[config.mk]
export PLATFORM = sky130hd
export DESIGN_NAME = cfsb_queue
export DESIGN_NICKNAME = d
export VERILOG_FILES = /design/src/hdl/cfsb_pkg.sv /design/src/hdl/cfsb_queue.sv
export SDC_FILE = /design/constraint.sdc
export NUM_CORES = 1
export LEC_CHECK = 0
export BUFFER_PORTS_ARGS = -buffer_cell sky130_fd_sc_hd__buf_2
export CAP_MARGIN = 20
export CORE_AREA = 5 5 277 279
export DETAILED_ROUTE_END_ITERATION = 6
export DIE_AREA = 0 0 282 284
export HOLD_SLACK_MARGIN = 0.02
export PLACE_DENSITY = 0.69
export SLEW_MARGIN = 15
export SYNTH_ARGS = -nofsm -noshare
export SYNTH_HDL_FRONTEND = slang
export SYNTH_SLANG_ARGS = --single-unit
[constraint.sdc]
create_clock -name aclk -period 59.1 [get_ports aclk]
set_input_delay 11.82 -clock aclk [delete_from_list [all_inputs] [get_ports aclk]]
set_output_delay 11.82 -clock aclk [all_outputs]
set_load 0.005 [all_outputs]
[src/hdl/cfsb_pkg.sv]
`timescale 1ns / 1ps
// Shared types and constants of the convective flux unit (superbee limiter).
// No dependencies; imported by every module of the block.
package cfsb_pkg;

    // configuration register indexes
    localparam int unsigned CFG_IDX_W = 3;
    localparam logic [CFG_IDX_W-1:0] CFG_SCHEME_MODE = 3'd0;
    localparam logic [CFG_IDX_W-1:0] CFG_DIMS_IN_USE = 3'd1;
    localparam logic [CFG_IDX_W-1:0] CFG_AREA_X_FACE = 3'd2;
    localparam logic [CFG_IDX_W-1:0] CFG_AREA_Y_FACE = 3'd3;
    localparam logic [CFG_IDX_W-1:0] CFG_AREA_Z_FACE = 3'd4;

    // axis codes
    localparam logic [1:0] AXIS_X    = 2'd0;
    localparam logic [1:0] AXIS_Y    = 2'd1;
    localparam logic [1:0] AXIS_NONE = 2'd3;

    localparam logic [1:0]  DIMS_RESET = 2'd3;
    localparam logic [31:0] AREA_RESET = 32'h0001_0000;   // 1.0 in Q16.16

    localparam int unsigned QUEUE_DEPTH_DEF = 2;

    typedef struct packed {
        logic [1:0]         axis;
        logic [1:0]         boundary_side;
        logic signed [31:0] phi_minus2;
        logic signed [31:0] phi_minus1;
        logic signed [31:0] phi_center;
        logic signed [31:0] phi_plus1;
        logic signed [31:0] phi_plus2;
        logic signed [31:0] vel_low_face;
        logic signed [31:0] vel_high_face;
        logic signed [31:0] den_minus1;
        logic signed [31:0] den_center;
        logic signed [31:0] den_plus1;
    } cfsb_in_t;

    typedef struct packed {
        logic signed [63:0] conv_term;
        logic               saturated;
    } cfsb_out_t;

    // one face after upwind selection
    typedef struct packed {
        logic               plain;   // face value is sup, no limiter
        logic signed [31:0] sup;     // upstream value (0 for still face)
        logic signed [32:0] d;       // downstream - upstream
        logic signed [32:0] nd;      // upstream - far
    } cfsb_face_t;

    typedef struct packed {
        logic               first;
        logic               last;
        logic [31:0]        area;
        cfsb_face_t         face_hi;
        cfsb_face_t         face_lo;
        logic signed [31:0] vel_hi;
        logic signed [31:0] vel_lo;
        logic signed [31:0] dens_hi;
        logic signed [31:0] dens_lo;
    } cfsb_job_t;

endpackage

[src/hdl/cfsb_queue.sv]
`timescale 1ns / 1ps
// Short job queue between the front and back ends.
// Depends on cfsb_pkg; DEPTH of 2 or more.
module cfsb_queue #(
    parameter int unsigned DEPTH = cfsb_pkg::QUEUE_DEPTH_DEF
) (
    input  logic                aclk,
    input  logic                aresetn,
    input  logic                push,
    input  cfsb_pkg::cfsb_job_t push_data,
    output logic                full,
    input  logic                pop,
    output cfsb_pkg::cfsb_job_t pop_data,
    output logic                empty
);
    import cfsb_pkg::*;

    localparam int unsigned PTR_W = $clog2(DEPTH);
    localparam int unsigned CNT_W = $clog2(DEPTH + 1);
    localparam logic [PTR_W-1:0] LAST_PTR = PTR_W'(DEPTH - 1);

    cfsb_job_t          slot_reg [DEPTH];
    logic [PTR_W-1:0]   wr_ptr_reg;
    logic [PTR_W-1:0]   rd_ptr_reg;
    logic [CNT_W-1:0]   count_reg;

    assign full     = (count_reg == CNT_W'(DEPTH));
    assign empty    = (count_reg == '0);
    assign pop_data = slot_reg[rd_ptr_reg];

    always_ff @(posedge aclk) begin
        if (!aresetn) begin
            wr_ptr_reg <= '0;
            rd_ptr_reg <= '0;
            count_reg  <= '0;
        end else begin
            if (push) begin
                wr_ptr_reg <= (wr_ptr_reg == LAST_PTR) ? '0 : wr_ptr_reg + 1'b1;
            end
            if (pop) begin
                rd_ptr_reg <= (rd_ptr_reg == LAST_PTR) ? '0 : rd_ptr_reg + 1'b1;
            end
            unique case ({push, pop})
                2'b10:   count_reg <= count_reg + 1'b1;
                2'b01:   count_reg <= count_reg - 1'b1;
                default: count_reg <= count_reg;
            endcase
        end
    end

    always_ff @(posedge aclk) begin
        if (push) begin
            slot_reg[wr_ptr_reg] <= push_data;
        end
    end

endmodule

==> flow_summary_export.csv <==
group,metric,value,unit
run_status,status,"completed",
placed_design,gp_congestion,0.835,
routing,drt_iter0_drc,701,
sta,timing.final.crit_share,28.1,%
power,pwr-share-clk,38.4,%
logic_synthesis,synth_area_per_cell,24.1,sq um
worst_setup_path,critPathRequiredTime,47.28,ns
power,p_int,0.000922,W
die,initial_core_util,37.2,%
cts,postCtsSetupRepairBufs,0,
routing,detail_route.vias_per_cell,4.60,
placed_design,hpwl,46.5,mm
routing,ant_nets,0,
worst_setup_path,arrival,4.79,ns
logic_synthesis,synthFlopType,"edfxtp_1",
logic_synthesis,synth_top_area_share,78.6,%
logic_synthesis,synth.most_common_cell,"edfxtp_1",
die,core,0.0739,sq mm
global_routing,track_usage,15.3,%
worst_setup_path,end_kind,"output port",
worst_setup_path,path_common_cell,"buf_4",
worst_setup_path,max_stage_delay,0.97,ns
die,die_h,284,um
sta,finalSetupViolCount,0,
sta,skew,0.0151,ns
layout,n_fill_cell,6180,
worst_setup_path,cp_cell_sequence,"buf_4 -> buf_4 -> buf_4 -> mux2_4 -> buf_2",
sta,rsz0062_at_grt,"no",
worst_setup_path,slowest_stage,"dfxtp_4",
power,combinationalPowerShare,10.3,%
sta,fmax,60.2,MHz
layout,layout-drive-gt1-share,60.9,%
power,leakage,13.4,nW
global_routing,grt_pass1_wl,92.3,mm
worst_setup_path,crit_type,"reg2out",
logic_synthesis,synth_fa_ha_area_share,0.0455,%
layout,largest_register_ffs,720,
die,die-width,282,um
logic_synthesis,synth.distinct_cells,19,
die,dieArea,0.0801,sq mm
layout,final_nets,2285,
sta,tns,0,ns
routing,wl,64.6,mm
power,ir_drop,0.0276,mV
cts,cts_resized,0,
global_routing,grt_pass1_vias,14700,
die,num_rows,100,
logic_synthesis,ys_seq_area_share,78.9,%
logic_synthesis,synthMuxAreaShare,18.8,%
sta,max_slew_margin,24.8,%
logic_synthesis,synth_area_leader_cell,"edfxtp_1",
layout,area_growth,25.0,%
placed_design,place_area,0.0320,sq mm
flow_run,cap_violations,0,
layout,final_util,46.5,%
cts,ctsHoldBuffers,0,
routing,drt-pass1-iter-count,4,
cts,cts_tree,"yes",
power,seq_power_share,51.3,%
worst_setup_path,crit_fanout,59,
worst_setup_path,startpoint_type,"register",
hold_path,hp-class,"reg2reg",
logic_synthesis,yosys-top-cells-count,"720 x edfxtp_1, 300 x mux2_4, 60 x mux2_2, 23 x buf_8, 11 x buf_6",
global_routing,grt.overflow.total,0,
power,sw_frac_of_total,21.7,%
logic_synthesis,synth_area,0.0275,sq mm
logic_synthesis,synth-simple-area-share,0.191,%
logic_synthesis,synth_compound_area_share,0.0728,%
cts,clkTransAtPathRegs,0.05,ns
global_routing,antenna_found_initial,28,
cts,cts_buffers,76,
logic_synthesis,synth_seq_cells,725,
cts,cts.sink_count,725,
sta,worstMarginPinSlew,1.13,ns
placed_design,numPortBuffers,725,
sta,final_max_slew_viol_count,0,
logic_synthesis,synth_area_leaders,"edfxtp_1 79%, mux2_4 16%, mux2_2 2.5%, buf_8 1.3%, buf_6 0.45%",
logic_synthesis,async_flop_share,0,%
power,powerDensity,34.2,mW/mm^2
routing,via_count,13600,
power,power.switching,0.000256,W
logic_synthesis,synth_nets,1507,
sta,hold_violations,0,
global_routing,grt_start_max_net_pins,164,
cts,clk_path_buf_depth,3,
sta,min_period,16.61,ns
layout,fin_area,0.0344,sq mm
die,ios,726,
cts,clock_latency,0.60,ns
cts,htree_levels,3,
logic_synthesis,synth_top_family_by_area,"multiplexers",
cts,cts_root_buffer,"clkbuf_16",
logic_synthesis,synth_xor_area_share,0.0955,%
logic_synthesis,yosysWarningCount,0,
logic_synthesis,postSynthCellCount,1142,
logic_synthesis,synth_edf_count,720,
routing,drc,0,
routing,wl_per_cell,21.9,um
[worst max-delay path: cells and delay by family (launching register included)]
kind,cells,cell delay [ns]
buffers and inverters,4,2.66
muxes,1,0.36
DFF,1,0.97
[placed cells by master, fill, tap and decap left out, types with 2 or more instances in the layout]
cell type	n
clkinv_1	15
dfxtp_1	4
xnor2_1	2
buf_2	725
clkbuf_16	76
bufinv_16	5
diode_2	10
and2_1	3
clkinv_2	8
clkbuf_1	18
edfxtp_1	720
inv_6	5
mux2_4	300
mux2_2	60
clkinv_16	2
buf_4	14
[path summary, 6_finish.rpt]
path | start | endpoint | slack [ns] | cells after the start
setup reg to reg | wr_ptr_reg | slot_reg[1][304] | 55.22 | 4
setup / recovery | register | pop_data[209] | 42.49 | 5
hold reg to reg | count_reg[1] | count_reg[1] | 0.51 | 2
hold / removal | count_reg[1] | count_reg[1] | 0.51 | 2
[power by group through the flow]
stage | clock network, W | registers (W) | logic [W]
2_1_floorplan | 0 | 0.000623 | 0.0000731
3_3_place_gp | 0 | 0.000614 | 0.000121
3_5_place_dp | 0 | 0.000615 | 0.000123
4_1_cts | 0.000467 | 0.000605 | 0.000124
5_1_grt | 0.000490 | 0.000606 | 0.000130
6_report | 0.000452 | 0.000605 | 0.000121
[cell families (layout without fill, tap and decap cells)]
family                   Yosys count  in the layout
XOR/XNOR                           3              3
multiplexers                     360            360
flip-flops                       725            725
AND/OR/NAND/NOR                    9              9
other                              0             10
AO/OA/AOI/OAI                      3              3
adder cells (fa/ha/maj)            1              1
buffers and inverters             41            874
[routing by layer]
layer  vias to the layer above  GRT usage, %  wire length [um]
met4                        18          5.78              2050
met2                       623          27.4             33500
met1                      6659          16.0             22100
li1                       6142             -                 -
met5                         -             0               113
met3                       140          6.33              6790
[per-stage QoR]
step / setup slack (ns) / power, W / instances / hold WS (ns)
global placement: 43.08 / 0.000735 / 2811 / 0.482
detailed placement: 43.02 / 0.000738 / 2811 / 0.502
CTS: 42.37 / 0.00120 / 2944 / 0.510
floorplan: 30.92 / 0.000696 / 1142 / 0.466
finish: 42.49 / 0.00118 / 2954 / 0.505
global route: 42.19 / 0.00123 / 2947 / 0.558
[cell type report]
cell class / count / area (sq um) / share of cell area, %
Sequential cell: 725 / 21700 / 63.2
Multi-Input combinational cell: 376 / 5300 / 15.4
Timing Repair Buffer: 740 / 3750 / 10.9
Clock buffer: 94 / 1970 / 5.73
Tap cell: 969 / 1210 / 3.53
Clock inverter: 39 / 403 / 1.17
Antenna cell: 10 / 25.0 / 0.0728
Inverter: 1 / 3.75 / 0.0109
No activity file was read; power rests on OpenSTA's default activity.
