[src/hdl/cfsb_pkg.sv]
`timescale 1ns / 1ps
// Shared types and constants of the convective flux unit (superbee limiter).
// No dependencies; imported by every module of the block.
package cfsb_pkg;

    // configuration register indexes
    localparam int unsigned CFG_IDX_W = 3;
    localparam logic [CFG_IDX_W-1:0] CFG_SCHEME_MODE = 3'd0;
    localparam logic [CFG_IDX_W-1:0] CFG_DIMS_IN_USE = 3'd1;
    localparam logic [CFG_IDX_W-1:0] CFG_AREA_X_FACE = 3'd2;
    localparam logic [CFG_IDX_W-1:0] CFG_AREA_Y_FACE = 3'd3;
    localparam logic [CFG_IDX_W-1:0] CFG_AREA_Z_FACE = 3'd4;

    // axis codes
    localparam logic [1:0] AXIS_X    = 2'd0;
    localparam logic [1:0] AXIS_Y    = 2'd1;
    localparam logic [1:0] AXIS_NONE = 2'd3;

    localparam logic [1:0]  DIMS_RESET = 2'd3;
    localparam logic [31:0] AREA_RESET = 32'h0001_0000;   // 1.0 in Q16.16

    localparam int unsigned QUEUE_DEPTH_DEF = 2;

    typedef struct packed {
        logic [1:0]         axis;
        logic [1:0]         boundary_side;
        logic signed [31:0] phi_minus2;
        logic signed [31:0] phi_minus1;
        logic signed [31:0] phi_center;
        logic signed [31:0] phi_plus1;
        logic signed [31:0] phi_plus2;
        logic signed [31:0] vel_low_face;
        logic signed [31:0] vel_high_face;
        logic signed [31:0] den_minus1;
        logic signed [31:0] den_center;
        logic signed [31:0] den_plus1;
    } cfsb_in_t;

    typedef struct packed {
        logic signed [63:0] conv_term;
        logic               saturated;
    } cfsb_out_t;

    // one face after upwind selection
    typedef struct packed {
        logic               plain;   // face value is sup, no limiter
        logic signed [31:0] sup;     // upstream value (0 for still face)
        logic signed [32:0] d;       // downstream - upstream
        logic signed [32:0] nd;      // upstream - far
    } cfsb_face_t;

    typedef struct packed {
        logic               first;
        logic               last;
        logic [31:0]        area;
        cfsb_face_t         face_hi;
        cfsb_face_t         face_lo;
        logic signed [31:0] vel_hi;
        logic signed [31:0] vel_lo;
        logic signed [31:0] dens_hi;
        logic signed [31:0] dens_lo;
    } cfsb_job_t;

endpackage

[src/hdl/cfsb_front.sv]
`timescale 1ns / 1ps
// Front end: configuration registers, input acceptance, upwind classification.
// Depends on cfsb_pkg.
module cfsb_front (
    input  logic                                aclk,
    input  logic                                aresetn,
    input  logic                                s_valid,
    output logic                                s_ready,
    input  cfsb_pkg::cfsb_in_t                  s_data,
    input  logic                                cfg_valid,
    output logic                                cfg_ready,
    input  logic [cfsb_pkg::CFG_IDX_W-1:0]      cfg_index,
    input  logic [31:0]                         cfg_data,
    input  logic                                q_full,
    output logic                                q_push,
    output cfsb_pkg::cfsb_job_t                 q_data
);
    import cfsb_pkg::*;

    logic        scheme_mode_reg;
    logic [1:0]  dims_reg;
    logic [31:0] area_x_reg;
    logic [31:0] area_y_reg;
    logic [31:0] area_z_reg;

    logic [1:0]  last_axis;
    logic        lim_lo;
    logic        lim_hi;
    logic signed [32:0] dsum_hi;
    logic signed [32:0] dsum_lo;

    function automatic cfsb_face_t pick_face(
        input logic signed [31:0] vel,
        input logic               lim,
        input logic signed [31:0] sup_p,
        input logic signed [31:0] sdn_p,
        input logic signed [31:0] far_p,
        input logic signed [31:0] sup_n,
        input logic signed [31:0] sdn_n,
        input logic signed [31:0] far_n
    );
        cfsb_face_t         f;
        logic signed [31:0] sup;
        logic signed [31:0] sdn;
        logic signed [31:0] far;
        if (vel < 0) begin
            sup = sup_n;
            sdn = sdn_n;
            far = far_n;
        end else begin
            sup = sup_p;
            sdn = sdn_p;
            far = far_p;
        end
        f.d     = {sdn[31], sdn} - {sup[31], sup};
        f.nd    = {sup[31], sup} - {far[31], far};
        f.sup   = (vel == 0) ? '0 : sup;
        f.plain = !lim || (f.d == '0) || (vel == 0);
        return f;
    endfunction

    assign cfg_ready = 1'b1;

    always_ff @(posedge aclk) begin
        if (!aresetn) begin
            scheme_mode_reg <= 1'b0;
            dims_reg        <= DIMS_RESET;
            area_x_reg      <= AREA_RESET;
            area_y_reg      <= AREA_RESET;
            area_z_reg      <= AREA_RESET;
        end else if (cfg_valid) begin
            unique case (cfg_index)
                CFG_SCHEME_MODE: scheme_mode_reg <= cfg_data[0];
                CFG_DIMS_IN_USE: dims_reg        <= cfg_data[1:0];
                CFG_AREA_X_FACE: area_x_reg      <= cfg_data;
                CFG_AREA_Y_FACE: area_y_reg      <= cfg_data;
                CFG_AREA_Z_FACE: area_z_reg      <= cfg_data;
                default: ;
            endcase
        end
    end

    // boundary_side bit 0 forces the low face upwind, bit 1 the high face
    assign lim_lo    = scheme_mode_reg && !s_data.boundary_side[0];
    assign lim_hi    = scheme_mode_reg && !s_data.boundary_side[1];
    assign last_axis = (dims_reg == 2'd0) ? 2'd0 : dims_reg - 2'd1;
    assign dsum_hi   = {s_data.den_center[31], s_data.den_center}
                     + {s_data.den_plus1[31], s_data.den_plus1};
    assign dsum_lo   = {s_data.den_center[31], s_data.den_center}
                     + {s_data.den_minus1[31], s_data.den_minus1};

    always_comb begin
        q_data.first = (s_data.axis == AXIS_X);
        q_data.last  = (s_data.axis == last_axis);
        unique case (s_data.axis)
            AXIS_X:  q_data.area = area_x_reg;
            AXIS_Y:  q_data.area = area_y_reg;
            default: q_data.area = area_z_reg;
        endcase
        q_data.face_hi = pick_face(s_data.vel_high_face, lim_hi,
                                   s_data.phi_center, s_data.phi_plus1, s_data.phi_minus1,
                                   s_data.phi_plus1, s_data.phi_center, s_data.phi_plus2);
        q_data.face_lo = pick_face(s_data.vel_low_face, lim_lo,
                                   s_data.phi_minus1, s_data.phi_center, s_data.phi_minus2,
                                   s_data.phi_center, s_data.phi_minus1, s_data.phi_plus1);
        q_data.vel_hi  = s_data.vel_high_face;
        q_data.vel_lo  = s_data.vel_low_face;
        q_data.dens_hi = dsum_hi[32:1];   // floor of the mean
        q_data.dens_lo = dsum_lo[32:1];
    end

    assign s_ready = !q_full;
    // axis 3 is taken and dropped
    assign q_push  = s_valid && !q_full && (s_data.axis != AXIS_NONE);

endmodule

[config.mk]
export PLATFORM = sky130hd
export DESIGN_NAME = cfsb_front
export DESIGN_NICKNAME = d
export VERILOG_FILES = /design/src/hdl/cfsb_pkg.sv /design/src/hdl/cfsb_front.sv
export SDC_FILE = /design/constraint.sdc
export NUM_CORES = 1
export LEC_CHECK = 0
export ABC_AREA = 0
export BUFFER_PORTS_ARGS = -buffer_cell sky130_fd_sc_hd__buf_2
export CORE_AREA = 2 2 283 285
export DETAILED_ROUTE_END_ITERATION = 7
export DIE_AREA = 0 0 285 287
export HOLD_SLACK_MARGIN = 0.02
export RECOVER_POWER = 100
export SYNTH_ARGS = -nofsm -noshare
export SYNTH_HDL_FRONTEND = slang
export SYNTH_SLANG_ARGS = --single-unit
[constraint.sdc]
create_clock -name aclk -period 10.7 [get_ports aclk]
set_input_delay 2.14 -clock aclk [delete_from_list [all_inputs] [get_ports aclk]]
set_output_delay 2.14 -clock aclk [all_outputs]
set_load 0.03 [all_outputs]
==> results of run 1 <==
## logic make-up (layout without fill, tap and decap cells)
logic type / after synthesis / in the layout / synth area share (%)
other: 1 / 12 / 0.02147
xor gates and xnor gates: 156 / 156 / 7.823
buffers and inverters: 307 / 899 / 8.045
adders and majority gates: 210 / 210 / 14.61
AOI/OAI and AO/OA: 675 / 675 / 25.75
DFF: 99 / 99 / 11.35
muxes: 187 / 187 / 11.05
and+or+nand+nor: 800 / 800 / 21.35
## metal layers
metal,wire length (µm),vias to the layer above,global-route usage [%],share of wire (%)
li1,-,9809,-,-
met1,34360,9330,23.31,42
met2,39680,833,33.22,48
met3,5959,109,3.341,7.2
met4,2647,4,5.458,3.2
met5,23,-,0,0.028
## through the flow
| stage | total power [mW] | std cells |
|---|---|---|
| CTS | 2.554 | 4077 |
| finish | 2.491 | 4088 |
| global placement | 2.244 | 4061 |
| floorplan | 1.629 | 2435 |
| global route | 2.640 | 4087 |
| detailed placement | 2.243 | 4061 |
## path summary, 6_finish.rpt
check        slack [ps]  cells past startpoint                          to                        from
min reg2reg         470                      2  area_z_reg[1]$_SDFFE_PN0P_  area_z_reg[1]$_SDFFE_PN0P_
min                 470                      2  area_z_reg[1]$_SDFFE_PN0P_  area_z_reg[1]$_SDFFE_PN0P_
max reg2reg        9940                      2    dims_reg[1]$_SDFFE_PN1P_    dims_reg[1]$_SDFFE_PN1P_
max                 830                     18                 q_data[325]                 s_data[127]
## cell type report
class | instances | area, µm²
multi-input combinational | 2029 | 14090
clock inverter | 6 | 41.29
tap | 1050 | 1314
inverter | 144 | 540.5
timing repair buffer | 739 | 3279
fill | 8979 | 57100
antenna | 11 | 27.53
sequential | 99 | 1982
clock buffer | 10 | 229.0
## critical path, cell delays in order
cell and delay, ps:
buf_4 350, buf_4 420, mux2i_1 330, ha_1 310, nor2b_1 140, o21ai_0 220, a21boi_0 160, o21a_1 230
o21a_1 220, xnor2_1 140, or4_1 560, a2111oi_0 450, or4b_1 490, or4_1 540, nor4_1 290, nand4b_1 230
nand2_1 110, clkbuf_1 330
## layout by cell type (no fill, tap or decap), types with 9 or more instances in the layout
cell and count:
inv_1 144, nand4_1 11, nor3_1 26, or3_1 17, and2_1 20, o21a_1 58, mux2i_1 141, a31oi_1 22
xnor2_1 112, o21ai_0 145, diode_2 11, or4_1 11, buf_4 10, or2_2 10, buf_2 374, nor2b_1 39
a211oi_1 21, mux2_2 45, a21o_1 55, maj3_1 44, nand2b_1 48, clkbuf_16 9, and3_1 21, a21boi_0 111
dfxtp_1 99, o21bai_1 16, xor2_1 44, nor2_1 160, clkbuf_1 356, nand3_1 39, a21oi_1 131, nor4_1 24
nand2_1 344, ha_1 159, o31ai_1 9, o2111ai_1 10, o211ai_1 13
## where the power goes
| part | switching, mW | leakage, nW | internal (mW) |
|---|---|---|---|
| clock network | 0.145 | 0.125 | 0.158 |
| logic | 1.28 | 8.41 | 0.531 |
| registers | 0.00381 | 0.801 | 0.376 |
| total | 1.43 | 9.33 | 1.06 |
==> flow_summary.toml, run 1 <==
[yosys]
syn_inst = 2435
synth_nets = 2963
synth_edf_count = 0
synth_ff_type = "dfxtp_1"
synth_warnings = 0
async_reset_ff_share_pct = 0
ys_seq_area_share_pct = 11.35
ys_ff_latch = 99
synth.avg_cell_area_um2 = 7.173
syn_area_mm2 = 0.01747
synth_top_area_share_pct = 11.39
synth_most_common_cell = "nand2_1"
yosys-top-cells-area = "ha_1 11%, dfxtp_1 11%, mux2i_1 8.1%, nand2_1 7.4%, xnor2_1 5.6%"
yosysUniqueCellTypes = 78
synth_top_cell_by_area = "ha_1"
synthTopCellsByCount = "344 x nand2_1, 161 x nor2_1, 159 x ha_1, 144 x inv_1, 144 x o21ai_0"

[sta]
rsz0062_at_grt = "false"
finalHoldViolCount = 0
setup-tns-final_ps = 0
tightest_slew_ps = 3658
slew_headroom_pct = -143.9
fmax_mhz = 101.3
worst_slack_ps = 827.8
holdWs_ps = 465.2
post-route-period-util_pct = 92.26
layout_min_cycle_time_ps = 9872
clock_skew_ps = 0
finalSetupViolations = 0
maxSlewViolCount = 232

[clocking]
htree_levels = 3
clkSinkCount = 99
clk_pin_slew_ps = 60
cts_hold_buffers = 0
cts_tree = "done"
cts-root-buf = "clkbuf_16"
numCtsBuffers = 9
clk_latency_ps = 340
cts-resized-gates = 0
cts_setup_buffers = 0
clockBufferDepth = 2

[setup_path]
worstSetupStartpointType = "input port"
arrival_ps = 7730
cp_max_fo = 25
crit_type = "in -> out"
worstPathRequired_ps = 8560
end_kind = "output pin"

[die]
dieHeight_um = 287
die_x_um = 285
core_area_mm2 = 0.07861
rows = 103
start_util_pct = 22.22
die_area_mm2 = 0.08180
io_pins = 727

[final_layout]
fin_nets = 3550
drive_gt1_share_pct = 15.69
final_area_mm2 = 0.02151
final_core_util_pct = 27.36
area_delta_synth_final_pct = 23.15

[placement]
dp_slack_ps = 859.9
place_hpwl_mm = 70.68
port_buffers = 725
place_area_mm2 = 0.02167
routabilityCongestion = 0.9983

[routing]
routed-via-count = 20090
ant_nets = 0
drc = 0
drtIter0Drc = 1137
via_per_inst = 4.913
wl_per_cell_um = 20.22
dr.pass1.iters = 5
wirelength_mm = 82.67

[pwr]
power.density_mw_per_mm2 = 115.8
vdd_drop_max_mv = 0.06918
p_leak_nw = 9.335

[grt]
antenna_found_initial = 14
grt_remaining_overflow = 0
grt_pass1_vias = 18730
grt_max_degree = 100
grt_first_pass_wirelength_mm = 118.0
grt.total_usage_pct = 18.83

[hold_path]
min_path_type = "reg -> reg"

[outcome]
violations = "capacitance limit, slew limit"
outcome = "complete, but fails checks"

[job]
cap_viol_max_count = 4
Power figures use the tool's default switching activity.
==> run 2, diff against run 1 <==
Settings changed: CORE_AREA 2 2 283 285 to 2 2 284 286, CTS_BUF_LIST set to sky130_fd_sc_hd__clkbuf_16, DIE_AREA 0 0 285 287 to 0 0 286 288, PLACE_DENSITY set to 0.45.
==> run 2 against run 1 <==
Effect of this change:
- the flow still finishes with violations (capacitance limit, slew limit)
- sequential power about the same
- fmax increased by 2.1%
- non-clock buffer count increased by 1
- power decreased by 1.1%
- first-iteration DRC count decreased by 14%
- worst hold slack got worse by 0.91 ps
- routed wire length decreased by 3.2%
- setup slack improved by 210 ps
- via count decreased by 2.9%
- critical path depth unchanged
- count of clock-buffer cells in the layout decreased by 1
- critical path type unchanged
==> flow_summary.toml, run 2 (synthesis results as in run 1) <==
[outcome]
outcome = "complete, but fails checks"
violations = "capacitance limit, slew limit"

[final_layout]
final_area_mm2 = 0.02153
drive_gt1_share_pct = 15.66
area_delta_synth_final_pct = 23.25
fin_nets = 3551
final_common_cell = "buf_2"
layout_common_cells = "375 x buf_2, 354 x clkbuf_1, 344 x nand2_1"

[clocking]
cts-resized-gates = 0
clkSinkCount = 99
clk_pin_slew_ps = 60
numCtsBuffers = 9
clockBufferDepth = 2
cts_tree = "done"
cts_setup_buffers = 0
cts_hold_buffers = 0
cts-root-buf = "clkbuf_16"
htree_levels = 3
clk_latency_ps = 340

[grt]
antenna_found_initial = 10
grt_first_pass_wirelength_mm = 115.0
grt_remaining_overflow = 0
grt_pass1_vias = 18550
grt.total_usage_pct = 18.05
grt_max_degree = 100

[sta]
rsz0062_at_grt = "false"
finalHoldViolCount = 0
post-route-period-util_pct = 90.33
tightest_slew_ps = 3861
maxSlewViolCount = 232
fmax_mhz = 103.5
setup-tns-final_ps = 0
finalSetupViolations = 0
clock_skew_ps = 0
slew_headroom_pct = -157.4
holdWs_ps = 464.3
layout_min_cycle_time_ps = 9666

[routing]
dr.pass1.iters = 5
wl_per_cell_um = 19.53
wirelength_mm = 79.99
drc = 0
drtIter0Drc = 983
ant_nets = 0
routed-via-count = 19510
via_per_inst = 4.762

[pwr]
p_leak_nw = 9.351
power.density_mw_per_mm2 = 114.5
vdd_drop_max_mv = 0.07347

[setup_path]
path_cells = "buf_4 -> mux2i_1 -> inv_1 -> ha_1 -> fa_1 -> nor2b_1 -> o21ai_1 -> a21boi_0 -> nor2_1 -> or4_1 -> or4_1 -> a2111oi_0 -> or4b_1 -> or4_1 -> nor4_1 -> nand4b_1 -> nand2_1 -> clkbuf_1"
arrival_ps = 7530
r2r_slack_ps = 9910
crit_path_frequent_cell = "or4_1"
worstPathRequired_ps = 8560
cpLargestDelayFamily = "simple AND/OR/NAND/NOR gates"
cp_max_fo = 7
cp_slowest_cell = "or4_1"
crit_type = "in -> out"
worstSetupStartpointType = "input port"
crit_buf_inv = 3
slowest_delay_ps = 560
end_kind = "output pin"

[die]
core_area_mm2 = 0.07964
dieHeight_um = 288
io_pins = 727
rows = 104
die_x_um = 286
die_area_mm2 = 0.08237
start_util_pct = 21.93

[job]
cap_viol_max_count = 4

[placement]
place_hpwl_mm = 67.94
port_buffers = 725
place_area_mm2 = 0.02171
routabilityCongestion = 0.9627

[hold_path]
min_path_type = "reg -> reg"
## run 2: final timing paths
kind / start / endpoint / cells after the start
worst max-delay path: s_data[127] / q_data[325] / 18
worst min-delay path: area_y_reg[13]$_SDFFE_PN0P_ / area_y_reg[13]$_SDFFE_PN0P_ / 2
worst max register to register: dims_reg[1]$_SDFFE_PN1P_ / dims_reg[1]$_SDFFE_PN1P_ / 2
worst min register to register: area_y_reg[13]$_SDFFE_PN0P_ / area_y_reg[13]$_SDFFE_PN0P_ / 2
## run 2: per-stage QoR
stage / power (mW) / util [%] / setup slack, ps / std cells
after floorplan: 1.629 / - / 135.6 / 2435
after global placement: 2.244 / 27.26 / 1068 / 4072
after detailed placement: 2.233 / 27.26 / 1056 / 4072
after CTS: 2.540 / 27.59 / 1053 / 4087
after global routing: 2.623 / 27.03 / 595.1 / 4095
final: 2.464 / 27.03 / 1035 / 4096
## run 2: worst register-to-register path, stage by stage, from the launching register on
cell and delay (ps):
dfxtp_1 330, o21ai_0 70, nand3_1 90
## run 2: cell type report
type | count | area, µm²
clock inverters | 6 | 33.78
multi-input cells | 2029 | 14090
inverters | 144 | 540.5
well taps | 1060 | 1326
diodes | 9 | 22.52
fillers | 9251 | 58110
repair buffers | 740 | 3301
flip-flops and latches | 99 | 1982
clock buffers | 9 | 225.2
## run 2: per-layer routing
layer,GRT usage (%),share of wire [%]
met5,0,0
met4,4.686,2.5
met3,2.892,5.8
met1,22.70,43
met2,31.82,48
## run 2: power by group
| group | internal, mW | total [mW] | switching (mW) |
|---|---|---|---|
| Clock | 0.155 | 0.296 | 0.142 |
| Combinational | 0.532 | 1.79 | 1.26 |
| Sequential | 0.376 | 0.380 | 0.00391 |
==> run 3, diff against run 2 <==
Settings changed: BUFFER_PORTS_ARGS -buffer_cell sky130_fd_sc_hd__buf_2 to unset, DONT_BUFFER_PORTS set to 1, PLACE_DENSITY 0.45 to 0.37.
==> run 3 against run 2 <==
Effect of this change:
- the flow still finishes with violations (capacitance limit, slew limit)
- critical path type unchanged
- routed wire length decreased by 3.0%
- register-to-register slack barely moved
- sequential power is essentially flat
- combinational power is 18% lower
==> flow_summary.toml, run 3 (synthesis results as in run 1) <==
[routing]
dr.pass1.iters = 5
drc = 0
wirelength_mm = 77.59
wl_per_cell_um = 23.01
ant_nets = 0
via_per_inst = 5.079
routed-via-count = 17130
drtIter0Drc = 918

[clocking]
numCtsBuffers = 9
cts_hold_buffers = 0
clockBufferDepth = 2
clk_pin_slew_ps = 70
htree_levels = 3
clkSinkCount = 99
cts_tree = "done"
cts-resized-gates = 0
cts-root-buf = "clkbuf_16"
cts_setup_buffers = 0
clk_latency_ps = 350

[outcome]
outcome = "complete, but fails checks"
violations = "capacitance limit, slew limit"

[job]
cap_viol_max_count = 5

[final_layout]
drive_gt1_share_pct = 3.721
fin_cells = 3372
final_area_mm2 = 0.01835
area_delta_synth_final_pct = 5.043
final_common_cell = "nand2_1"
layout_common_cells = "344 x nand2_1, 160 x nor2_1, 159 x ha_1"
fin_nets = 2834
final_core_util_pct = 23.04

[placement]
place_hpwl_mm = 65.20
routabilityCongestion = 0.9802
place_area_mm2 = 0.01814
port_buffers = 0
dp_slack_ps = 621.1
dp.cells = 3355

[grt]
grt_first_pass_wirelength_mm = 110.8
grt.total_usage_pct = 17.67
grt_max_degree = 128
grt_remaining_overflow = 0
antenna_found_initial = 3
grt_pass1_vias = 16970

[setup_path]
worstSetupStartpointType = "input port"
cp-startpoint = "s_data[127]"
arrival_ps = 7990
crit_type = "in -> out"
r2r_start = "scheme_mode_reg$_SDFFE_PN0P_"
crit_cells = 17
cp_max_fo = 101
cp_slowest_cell = "or4_1"
worstPathRequired_ps = 8560
cpLargestDelayFamily = "simple AND/OR/NAND/NOR gates"
end_kind = "output pin"
slowest_delay_ps = 650
crit_buf_inv = 1
reg2reg_depth = 2
path_cells = "mux2i_1 -> inv_1 -> ha_1 -> fa_1 -> nor2b_1 -> o21ai_0 -> a21boi_0 -> o21a_1 -> o21a_1 -> xnor2_1 -> or4_1 -> a2111oi_0 -> or4b_1 -> or4_1 -> nor4_1 -> nand4b_1 -> nand2_1"

[sta]
fmax_mhz = 98.70
layout_min_cycle_time_ps = 10130
maxSlewViolCount = 162
setup-tns-final_ps = 0
rsz0062_at_grt = "false"
finalHoldViolCount = 0
post-route-period-util_pct = 94.69
clock_skew_ps = 0
slew_headroom_pct = -39.53
finalSetupViolations = 0
holdWs_ps = 458.5
tightest_slew_ps = 2093
worst_slack_ps = 567.9

[die]
core_area_mm2 = 0.07964
io_pins = 727
start_util_pct = 21.93
die_x_um = 286
die_area_mm2 = 0.08237
rows = 104
dieHeight_um = 288

[pwr]
vdd_drop_max_mv = 0.06802
p_leak_nw = 7.460
fin_total_pwr_mw = 2.194
power.density_mw_per_mm2 = 119.6

[hold_path]
min_path_type = "reg -> reg"
worstHoldStart = "area_x_reg[2]$_SDFFE_PN0P_"
min_path_cells = 2
## run 3: cell count changes in the layout (fill, tap and decap cells not counted), sizes merged
cell      previous run  this run
buf                386         4
bufinv               0         2
clkbuf             363        28
clkinv               6         3
clkinvlp             0         1
diode                9         1
inv                144       145
## run 3: path summary, 6_finish.rpt
check / to / slack, ps
worst min-delay path: area_x_reg[2]$_SDFFE_PN0P_ / 460
worst max register to register: scheme_mode_reg$_SDFFE_PN0P_ / 9910
worst max-delay path: q_data[325] / 570
worst min register to register: area_x_reg[2]$_SDFFE_PN0P_ / 460
## run 3: worst register-to-register path, delay by kind of cell (launching register included)
kind,cells,cell delay (ps)
flip-flops,1,470
AO/OA/AOI/OAI,1,170
AND/OR/NAND/NOR,1,70
## run 3: area by class of cell
cell class	instances	area [µm²]
Fill cell	9032	61290
Multi-Input combinational cell	2029	14080
Sequential cell	99	1982
Tap cell	1060	1326
Inverter	144	540.5
Clock buffer	9	225.2
Timing Repair Buffer	23	101.3
Clock inverter	7	83.83
Antenna cell	1	2.502
## run 3: metal layers
layer | routed length, µm | part of all wire [%] | GRT usage [%] | up-vias
met2 | 39130 | 50 | 32.42 | 562
met5 | 23 | 0.030 | 0 | -
met4 | 1248 | 1.6 | 3.390 | 4
li1 | - | - | - | 8357
met3 | 5922 | 7.6 | 4.628 | 55
met1 | 31270 | 40 | 20.57 | 8148
## run 3: where the power goes
part	leakage, nW	switching, mW	total, mW	internal, mW
Combinational	6.51	1.07	1.47	0.395
Sequential	0.801	0.00388	0.380	0.376
Clock	0.152	0.145	0.347	0.202
Total	7.46	1.22	2.19	0.974
